[config.mk]
export PLATFORM = sky130hd
export DESIGN_NAME = http_chunked_body_decoder_top
export DESIGN_NICKNAME = d
export VERILOG_FILES = /design/src/sv/hcbd_pkg.sv /design/src/sv/hcbd_step.sv /design/src/sv/hcbd_obuf.sv /design/src/sv/http_chunked_body_decoder_top.sv
export SDC_FILE = /design/constraint.sdc
export NUM_CORES = 1
export LEC_CHECK = 0
export ABC_AREA = 0
export ABC_CLOCK_PERIOD_IN_PS = 12500
export BUFFER_PORTS_ARGS = -buffer_cell sky130_fd_sc_hd__buf_2
export CAP_MARGIN = 40
export CORE_AREA = 10 10 168 170
export CTS_CLUSTER_SIZE = 40
export DETAILED_ROUTE_END_ITERATION = 8
export DIE_AREA = 0 0 178 180
export PLACE_DENSITY = 0.85
export SYNTH_ARGS = -nofsm -noshare
export SYNTH_HDL_FRONTEND = slang
export SYNTH_HIERARCHICAL = 1
export SYNTH_SLANG_ARGS = --single-unit
[constraint.sdc]
create_clock -name clk -period 12.5 [get_ports clk]
set_input_delay 2.5 -clock clk [delete_from_list [all_inputs] [get_ports clk]]
set_output_delay 2.5 -clock clk [all_outputs]
set_load 0.005 [all_outputs]
[src/sv/hcbd_pkg.sv]
// Types, constants and helpers for the chunked body decoder.
// Used by hcbd_step, hcbd_obuf and the top level; depends on nothing.
package hcbd_pkg;

    typedef enum logic [2:0] {
        PH_DIGITS   = 3'd0,
        PH_LINEREST = 3'd1,
        PH_DATA     = 3'd2,
        PH_TRAIL    = 3'd3,
        PH_DONE     = 3'd4,
        PH_ERROR    = 3'd5
    } phase_t;

    typedef enum logic [1:0] {
        REG_CHUNKED_MODE    = 2'd0,
        REG_DECLARED_LENGTH = 2'd1,
        REG_MAX_BODY_SIZE   = 2'd2
    } reg_index_t;

    localparam int unsigned LEN_W   = 40;
    localparam int unsigned TOTAL_W = 41;
    localparam int unsigned REM_W   = 64;

    localparam logic [7:0] CHAR_CR = 8'h0D;
    localparam logic [7:0] CHAR_LF = 8'h0A;

    localparam logic [LEN_W-1:0] MAX_BODY_RESET = 40'd1048576;

    typedef struct packed {
        phase_t             phase;
        logic [REM_W-1:0]   remaining;
        logic [TOTAL_W-1:0] total;
        logic               prior_cr;
    } state_t;

    typedef struct packed {
        logic               chunked_mode;
        logic [LEN_W-1:0]   declared_length;
        logic [LEN_W-1:0]   max_body_size;
    } cfg_t;

    typedef struct packed {
        logic [7:0] payload_byte;
        logic       payload_valid;
        logic       body_done;
        logic       status_code;
    } result_t;

    // Returns {is_hex, value}.
    function automatic logic [4:0] hex_decode(input logic [7:0] b);
        logic [4:0] r;
        r = 5'd0;
        if (b >= 8'h30 && b <= 8'h39)
            r = {1'b1, 4'(b - 8'h30)};
        else if (b >= 8'h61 && b <= 8'h66)
            r = {1'b1, 4'(b - 8'h57)};
        else if (b >= 8'h41 && b <= 8'h46)
            r = {1'b1, 4'(b - 8'h37)};
        return r;
    endfunction

endpackage

[src/sv/hcbd_step.sv]
// Next-state and result logic for one body byte of the chunked decoder.
// Purely combinational; depends on hcbd_pkg.
module hcbd_step
(
    input  hcbd_pkg::state_t  cur,
    input  hcbd_pkg::cfg_t    cfg,
    input  logic [7:0]        data_byte,
    output hcbd_pkg::state_t  nxt,
    output hcbd_pkg::result_t res
);

    logic [hcbd_pkg::TOTAL_W-1:0] total_inc;
    logic                         over_limit;
    logic                         len_reached_now;
    logic                         len_reached_inc;
    logic                         rem_zero;
    logic                         rem_one;
    logic [4:0]                   hex;
    logic                         line_end;
    logic                         pass;

    always_comb
    begin
        total_inc       = (&cur.total) ? cur.total : cur.total + 1'b1;
        over_limit      = total_inc > {1'b0, cfg.max_body_size};
        len_reached_now = cur.total >= {1'b0, cfg.declared_length};
        len_reached_inc = total_inc >= {1'b0, cfg.declared_length};
        rem_zero        = (cur.remaining == '0);
        rem_one         = (cur.remaining == hcbd_pkg::REM_W'(1));
        hex             = hcbd_pkg::hex_decode(data_byte);
        line_end        = cur.prior_cr && (data_byte == hcbd_pkg::CHAR_LF);
    end

    always_comb
    begin
        nxt  = cur;
        pass = 1'b0;
        priority if (cur.phase == hcbd_pkg::PH_DONE || cur.phase == hcbd_pkg::PH_ERROR)
        begin
            // sticky end states: drop the byte
        end
        else if (!cfg.chunked_mode)
        begin
            nxt.prior_cr = 1'b0;
            if (len_reached_now)
                nxt.phase = hcbd_pkg::PH_DONE;
            else
            begin
                nxt.total = total_inc;
                if (over_limit)
                    nxt.phase = hcbd_pkg::PH_ERROR;
                else
                begin
                    pass = 1'b1;
                    if (len_reached_inc)
                        nxt.phase = hcbd_pkg::PH_DONE;
                end
            end
        end
        else if (cur.phase == hcbd_pkg::PH_DATA)
        begin
            nxt.prior_cr = 1'b0;
            if (rem_zero)
                nxt.phase = hcbd_pkg::PH_TRAIL;
            else
            begin
                nxt.total = total_inc;
                if (over_limit)
                    nxt.phase = hcbd_pkg::PH_ERROR;
                else
                begin
                    pass          = 1'b1;
                    nxt.remaining = cur.remaining - 1'b1;
                    if (rem_one)
                        nxt.phase = hcbd_pkg::PH_TRAIL;
                end
            end
        end
        else
        begin
            // line phases: size digits, rest of size line, skip after data
            nxt.prior_cr = (data_byte == hcbd_pkg::CHAR_CR);
            if (line_end)
            begin
                nxt.prior_cr = 1'b0;
                priority if (cur.phase == hcbd_pkg::PH_TRAIL)
                begin
                    nxt.phase     = hcbd_pkg::PH_DIGITS;
                    nxt.remaining = '0;
                end
                else if (rem_zero)
                    nxt.phase = hcbd_pkg::PH_DONE;
                else
                    nxt.phase = hcbd_pkg::PH_DATA;
            end
            else if (cur.phase == hcbd_pkg::PH_DIGITS)
            begin
                priority if (!hex[4])
                    nxt.phase = hcbd_pkg::PH_LINEREST;
                else if (cur.remaining[hcbd_pkg::REM_W-1 -: 4] != 4'd0)
                    nxt.remaining = '1;
                else
                    nxt.remaining = {cur.remaining[hcbd_pkg::REM_W-5:0], hex[3:0]};
            end
        end
    end

    always_comb
    begin
        res.payload_byte  = pass ? data_byte : 8'd0;
        res.payload_valid = pass;
        res.body_done     = (nxt.phase == hcbd_pkg::PH_DONE);
        res.status_code   = (nxt.phase == hcbd_pkg::PH_ERROR);
    end

endmodule

[src/sv/hcbd_obuf.sv]
// Two-entry result buffer between the decode logic and the output channel.
// Stall towards the input comes from a register only; depends on hcbd_pkg.
module hcbd_obuf
(
    input  logic              clk,
    input  logic              rst_n,
    input  logic              push,
    input  hcbd_pkg::result_t din,
    output logic              full,
    output logic              out_valid,
    input  logic              out_stall,
    output hcbd_pkg::result_t dout
);

    hcbd_pkg::result_t slot0_reg, slot0_next;
    hcbd_pkg::result_t slot1_reg, slot1_next;
    logic [1:0]        count_reg, count_next;
    logic              pop;

    assign out_valid = (count_reg != 2'd0);
    assign full      = count_reg[1];
    assign dout      = slot0_reg;
    assign pop       = out_valid && !out_stall;

    always_comb
    begin
        slot0_next = slot0_reg;
        slot1_next = slot1_reg;
        count_next = count_reg;
        unique case ({push, pop})
            2'b10:
            begin
                if (count_reg == 2'd0)
                    slot0_next = din;
                else
                    slot1_next = din;
                count_next = count_reg + 2'd1;
            end
            2'b01:
            begin
                slot0_next = slot1_reg;
                count_next = count_reg - 2'd1;
            end
            2'b11:
            begin
                // advance the head and refill behind it
                if (count_reg == 2'd1)
                    slot0_next = din;
                else
                begin
                    slot0_next = slot1_reg;
                    slot1_next = din;
                end
            end
            default:
            begin
            end
        endcase
    end

    always_ff @(posedge clk or negedge rst_n)
    begin
        if (!rst_n)
            count_reg <= 2'd0;
        else
            count_reg <= count_next;
    end

    always_ff @(posedge clk)
    begin
        slot0_reg <= slot0_next;
        slot1_reg <= slot1_next;
    end

endmodule

[src/sv/http_chunked_body_decoder_top.sv]
// Top level of the HTTP/1.1 chunked body decoder: config registers, decode state.
// Depends on hcbd_pkg, hcbd_step and hcbd_obuf.
//
//  channel | signals                                  | handshake
//  --------+------------------------------------------+-------------------------
//  in      | data_byte                                | in_valid, in_stall
//  out     | payload_byte, payload_valid, body_done,  | out_valid, out_stall
//          | status_code                              |
//  cfg     | cfg_index, cfg_data                      | cfg_valid, cfg_ready
//
// One item per clock while in_stall is low: each byte is decoded in the cycle it
// is accepted, with its result landing in a two-entry output buffer on the same edge.
// Results reach the outputs from the buffer registers, not straight from the input.
// in_stall rises only when both buffer entries hold untaken results.
// Reset clears the decode state to the first size line and loads the
// configuration defaults (length mode, zero length, 1 MiB limit).
module http_chunked_body_decoder_top
(
    input  logic        clk,
    input  logic        rst_n,

    input  logic        in_valid,
    output logic        in_stall,
    input  logic [7:0]  data_byte,

    output logic        out_valid,
    input  logic        out_stall,
    output logic [7:0]  payload_byte,
    output logic        payload_valid,
    output logic        body_done,
    output logic        status_code,

    input  logic        cfg_valid,
    output logic        cfg_ready,
    input  logic [1:0]  cfg_index,
    input  logic [39:0] cfg_data
);

    hcbd_pkg::cfg_t    cfg_reg, cfg_next;
    hcbd_pkg::state_t  state_reg, state_next;
    hcbd_pkg::state_t  step_state;
    hcbd_pkg::result_t step_res;
    hcbd_pkg::result_t buf_out;
    logic              buf_full;
    logic              accept;

    // Configuration is always writable; write it only while no item is in flight.
    assign cfg_ready = 1'b1;

    always_comb
    begin
        cfg_next = cfg_reg;
        if (cfg_valid)
        begin
            unique case (cfg_index)
                hcbd_pkg::REG_CHUNKED_MODE:    cfg_next.chunked_mode    = cfg_data[0];
                hcbd_pkg::REG_DECLARED_LENGTH: cfg_next.declared_length = cfg_data;
                hcbd_pkg::REG_MAX_BODY_SIZE:   cfg_next.max_body_size   = cfg_data;
                default:
                begin
                    // unused index: drop the write
                end
            endcase
        end
    end

    always_ff @(posedge clk or negedge rst_n)
    begin
        if (!rst_n)
        begin
            cfg_reg.chunked_mode    <= 1'b0;
            cfg_reg.declared_length <= '0;
            cfg_reg.max_body_size   <= hcbd_pkg::MAX_BODY_RESET;
        end
        else
            cfg_reg <= cfg_next;
    end

    // Decode the incoming byte against the current state.
    hcbd_step u_step
    (
        .cur       (state_reg),
        .cfg       (cfg_reg),
        .data_byte (data_byte),
        .nxt       (step_state),
        .res       (step_res)
    );

    assign in_stall = buf_full;
    assign accept   = in_valid && !buf_full;

    // Advance the decode state only on an accepted item; hold otherwise.
    assign state_next = accept ? step_state : state_reg;

    always_ff @(posedge clk or negedge rst_n)
    begin
        if (!rst_n)
        begin
            state_reg.phase     <= hcbd_pkg::PH_DIGITS;
            state_reg.remaining <= '0;
            state_reg.total     <= '0;
            state_reg.prior_cr  <= 1'b0;
        end
        else
            state_reg <= state_next;
    end

    // Results queue here so that a stalled consumer does not block the input until both entries are full.
    hcbd_obuf u_obuf
    (
        .clk       (clk),
        .rst_n     (rst_n),
        .push      (accept),
        .din       (step_res),
        .full      (buf_full),
        .out_valid (out_valid),
        .out_stall (out_stall),
        .dout      (buf_out)
    );

    assign payload_byte  = buf_out.payload_byte;
    assign payload_valid = buf_out.payload_valid;
    assign body_done     = buf_out.body_done;
    assign status_code   = buf_out.status_code;

endmodule

# Word-level counts from Yosys, hierarchy flattened
# Index checks and enable logic that the tools add are counted.
[word_totals] reg_bits=214
[op_classes] addsub=7 n_lt_le_gt_ge=9 n_eq_ne=24 mux=43 bitwise_logic=1 n_reduce_logical=29
[ops] operator="64-bit 2-to-1 mux" count=5
[ops] operator="67-bit 2-to-1 mux" count=3
[ops] operator="41-bit 2-to-1 mux" count=3
[ops] operator="109-bit 2-to-1 mux" count=1
[ops] operator="105-bit 2-to-1 mux" count=1
[ops] operator="41-bit by 40-bit greater-or-equal comparator with 1-bit output" count=2
[ops] operator="64-bit by 1-bit equality test with 1-bit output (second input constant)" count=1
[ops] operator="64-bit logical NOT" count=1
[ops] operator="64-bit by 1-bit subtractor with 64-bit output (second input constant)" count=1
[ops] operator="11-bit 2-to-1 mux" count=4
[ops] operator="42-bit 2-to-1 mux" count=1
[ops] operator="41-bit by 1-bit adder with 41-bit output (second input constant)" count=1
[ops] operator="41-bit by 40-bit greater-than comparator with 1-bit output" count=1
[ops] operator="41-bit AND reduction" count=1
[ops] operator="11-bit case mux with 3 select lines" count=1
[ops] operator="3-bit 2-to-1 mux" count=10
[ops] operator="11-bit case mux with 2 select lines" count=1
[ops] operator="8-bit by 4-bit equality test with 1-bit output (second input constant)" count=2
[ops] operator="8-bit by 7-bit greater-or-equal comparator with 1-bit output (second input constant)" count=2
[ops] operator="8-bit by 7-bit less-or-equal comparator with 1-bit output (second input constant)" count=2
[ops] operator="5-bit 2-to-1 mux" count=3
[ops] operator="3-bit equality test (second input constant)" count=4
[ops] operator="2-bit inequality test (second input constant)" count=6
[ops] operator="2-bit AND reduction" count=5
[ops] operator="other kinds (26)" count=51

# Logic depth before layout (Yosys ltp)
[depth] word_depth=15 mapped_depth=22 mapped_depth_nobuf=20

# By module
# The synthesis kept the hierarchy.
[by_module_without_submodules] module="hcbd_step" n_inst=1 cells_each=1251 area_per_inst_um2=8084.0
[by_module_without_submodules] module="http_chunked_body_decoder_top" n_inst=1 cells_each=406 area_per_inst_um2=7220.7
[by_module_without_submodules] module="hcbd_obuf" n_inst=1 cells_each=85 area_per_inst_um2=1246.2

# Worst setup path before layout
# No wires, ideal clock.
[synth_timing] kind="input port to flip-flop" start="input data_byte[1]" end="register state_reg[87] (netlist name)" setup_ps=125 arrival_ps=4931 setup_slack_ps=7445 path_stages=12 n_path_buf=2 path_cell_list="inv_1 -> ha_1 -> o21bai_1 -> a2111o_1 -> a2111o_1 -> a21oi_2 -> nand2_1 -> clkbuf_1 -> clkbuf_1 -> o311ai_0 -> o211ai_1 -> mux2_2"
[synth_via] elab_chain_cells=7
[synth_rtl] item="start: declaration" line="http_chunked_body_decoder_top.sv:24" source="input logic [7:0] data_byte,"
[synth_rtl] item="8-bit by 7-bit greater-or-equal comparator with 1-bit output / 8-bit by 7-bit less-or-equal comparator with 1-bit output (equally long branches)" line="hcbd_pkg.sv:57" source="else if (b >= 8'h41 && b <= 8'h46)"
[synth_rtl] item="1-bit logical AND" line="hcbd_pkg.sv:57"
[synth_rtl] item="5-bit 2-to-1 mux" line="hcbd_pkg.sv:57"
[synth_rtl] item="5-bit 2-to-1 mux" line="hcbd_pkg.sv:55" source="else if (b >= 8'h61 && b <= 8'h66)"
[synth_rtl] item="5-bit 2-to-1 mux" line="hcbd_pkg.sv:53" source="if (b >= 8'h30 && b <= 8'h39)"
[synth_rtl] item="3-bit nonzero test (no source line)"
[synth_rtl] item="8-bit AND reduction (no source line)"
[synth_rtl] item="end signal: assignment" line="http_chunked_body_decoder_top.sv:105" source="state_reg <= state_next;"
[synth_rtl] item="end: declaration" line="http_chunked_body_decoder_top.sv:40" source="hcbd_pkg::state_t state_reg, state_next;"
# Several ways; a longest one is shown, not always the timed one.
# A chain may end at the register's enable or synchronous reset.

==> results.toml <==
[worst_hold_path]
min_from = "cfg_reg[5]$_DFFE_PN0P_"
hold_class = "register to register"

[yosys]
yosysTopAreaCell = "dfrtp_1"
yosysWarningCount = 6
ys_top_cells_by_count = "dfrtp_1, mux2_2, ha_1"
synthArstFlopShare_pct = 89.7
syn_avg_cell_area_um2 = 9.50
seq_area_frac_synth_pct = 33.0
synth_nets = 1931
synth_cell_type_count = 89
synth_area_mm2 = 0.0166
netlist_instances = 1742
netlist_top_cells_area = "dfrtp_1, mux2_2, ha_1"
synth_ff_type = "dfrtp_1"
yosysMostFrequentCell = "dfrtp_1"
synth_top_area_share_pct = 28.9
synth_edf_count = 22
ys_seq_elements = 214

[sta]
finalSetupViolations = 0
fin_crit_sh_pct = 50.2
fin_skew_ns = 0.0191
rsz0062_at_grt = "no"
fmax_mhz = 159
drv_slew = 0
hold_violations = 0
tns_ns = 0
worstMarginPinSlew_ns = 0.939
hold_slack_ns = 0.502
post-route-min-period_ns = 6.28
slew_headroom_pct = 37.3

[clocking]
cts_tree = "done"
clk_latency_ns = 0.55
cts_max_level = 1
clock_path_buffers = 3
path_clk_slew_ns = 0.06
ctsHoldBuffers = 0
clockRootBuffer = "clkbuf_16"
clkSinkCount = 214
cts_resized = 0
numCtsBuffers = 26
cts_setup_buffers = 0

[drt]
firstDrtPassIters = 8
drc = 0
antenna_left = 0
routed_wl_mm = 44.1
wire_per_inst_um = 20.8
vias = 14180
vias_per_cell = 6.68
drt-initial-drc-count = 1348

[run_status]
outcome = "completed"

[power]
p_sw_share_pct = 37.7
p_int_uw = 1890
p_leak_uw = 0.00799
power_density_mw_per_mm2 = 170
power.share.sequential_pct = 38.2
combinationalPowerShare_pct = 36.3
clkPwrFrac_pct = 25.5
p_sw_uw = 1140
finalPower_uw = 3030
irDropWorstVdd_mv = 0.113

[global_route]
met1_usage_pct = 32.3
grtUsageMet2_pct = 46.4
antenna_found_initial = 0
grtUsageTotal_pct = 26.8
grt_overflow = 0
grt_pass1_vias = 14312
busiest_layer = "met2"
grt_pass1_wl_mm = 71.8
grt_max_degree = 85
globalRouteMet3Util_pct = 4.36

[floorplanning]
initial_core_util_pct = 66.5
ios = 69
die_h_um = 180
die-area_mm2 = 0.0320
coreArea_mm2 = 0.0249
rows = 58
die_w_um = 178

[worst_setup_path]
critical_path_class = "register to register"
cp-start-kind = "register"
r2r_start = "state_reg[8]$_DFFE_PN0P_"
path_cells = "nand4_2, nor4_1, nand3_1, nor4_1, xor2_1, ha_1, nand4_1, nor4bb_1, nand2_1, or4_1, and4b_1, a31oi_1, o22a_1, inv_1, nor3_1, mux2_2, a221o_1"
crit_path_end_kind = "register"
critPathSlowestCell = "nor4_1"
cp.arrival_ns = 6.68
crit_family = "simple AND/OR/NAND/NOR gates"
cp_max_fo = 8
worst-path-buf-inv = 1
critPathRequiredTime_ns = 12.90
critPathLaunch = "state_reg[8]$_DFFE_PN0P_"
cpMostUsedCell = "nor4_1"
critPathMaxStageDelay_ns = 0.71

[final_layout]
nets = 1961
area_growth_pct = 8.03
insertedDiodeCount = 0
largest_reg_flops = 109
fin_util_pct = 71.8
drive_gt1_share_pct = 20.5

[place]
dp_hpwl_mm = 31.1
place_congestion = 0.970
io_buffers = 67

[job]
drv_cap = 0
cells in the final DEF (no fill, tap or decap), types with 16 or more instances in the layout:
cell,instances
dfrtp_1,191
mux2_2,187
ha_1,134
nand2_1,117
inv_1,103
o21ai_0,102
nor2_1,93
a21oi_1,75
buf_2,66
nand4_1,64
nand3_1,61
nor3_1,61
xor2_1,48
xnor2_1,35
o211ai_1,33
clkbuf_16,26
and2_1,24
edfxtp_1,22
nand2b_1,22
nor4_1,20
o311ai_0,20
o21a_1,19
buf_4,17
and3_1,16
routing by layer:
metal | part of all wire, % | wire length (um)
met5 | 0 | 0
met4 | 4.2 | 1850
met3 | 7.0 | 3100
met2 | 50 | 22000
met1 | 39 | 17200
power by group through the flow:
stage                     combinational (uW)  sequential (uW)  clock (uW)
after CTS                               1080             1150         784
final                                   1100             1160         774
after detailed placement                1070             1160           0
after global routing                    1210             1190         815
after global placement                  1010             1150           0
after floorplan                          858             1070           0
final cells by class:
cell class                      instances  area, um^2
Inverter                              103         387
Multi-Input combinational cell       1338       10200
Clock inverter                         13         164
Timing Repair Buffer                   89         572
Tap cell                              330         413
Clock buffer                           35         714
Fill cell                            1809        7010
Sequential cell                       214        5470
cell families (layout without fill, tap and decap cells):
family | count (synthesis) | after routing | synth area share, %
flip-flops | 214 | 214 | 33.0
other | 1 | 1 | 0.0227
XOR/XNOR | 83 | 83 | 4.39
buffers and inverters | 190 | 240 | 5.62
AO/OA/AOI/OAI | 344 | 344 | 13.7
adder cells (fa/ha/maj) | 134 | 134 | 10.1
multiplexers | 211 | 211 | 14.6
AND/OR/NAND/NOR | 565 | 565 | 18.5
final timing paths:
| check | to | slack [ns] | cells after the start |
|---|---|---|---|
| hold reg to reg | cfg_reg[5]$_DFFE_PN0P_ | 0.50 | 1 |
| setup / recovery | u_obuf/dout[1]$_DFFE_PP_ | 6.22 | 17 |
| setup reg to reg | u_obuf/dout[1]$_DFFE_PP_ | 6.22 | 17 |
| hold / removal | cfg_reg[5]$_DFFE_PN0P_ | 0.50 | 1 |
| min in group asynchronous | u_obuf/count_reg[1]$_DFFE_PN0P_ | 1.89 | 1 |
| max in group asynchronous | state_reg[45]$_DFFE_PN0P_ | 9.15 | 4 |
through the flow:
stage	area [um^2]	cells	setup WS, ns
final	17900	2122	6.22
after global routing	17900	2122	6.04
after CTS	17900	2122	6.44
after detailed placement	17000	2074	6.36
after global placement	16900	2067	6.49
after floorplan	16600	1742	7.44
Note: power is estimated with default switching activity, not from simulation.
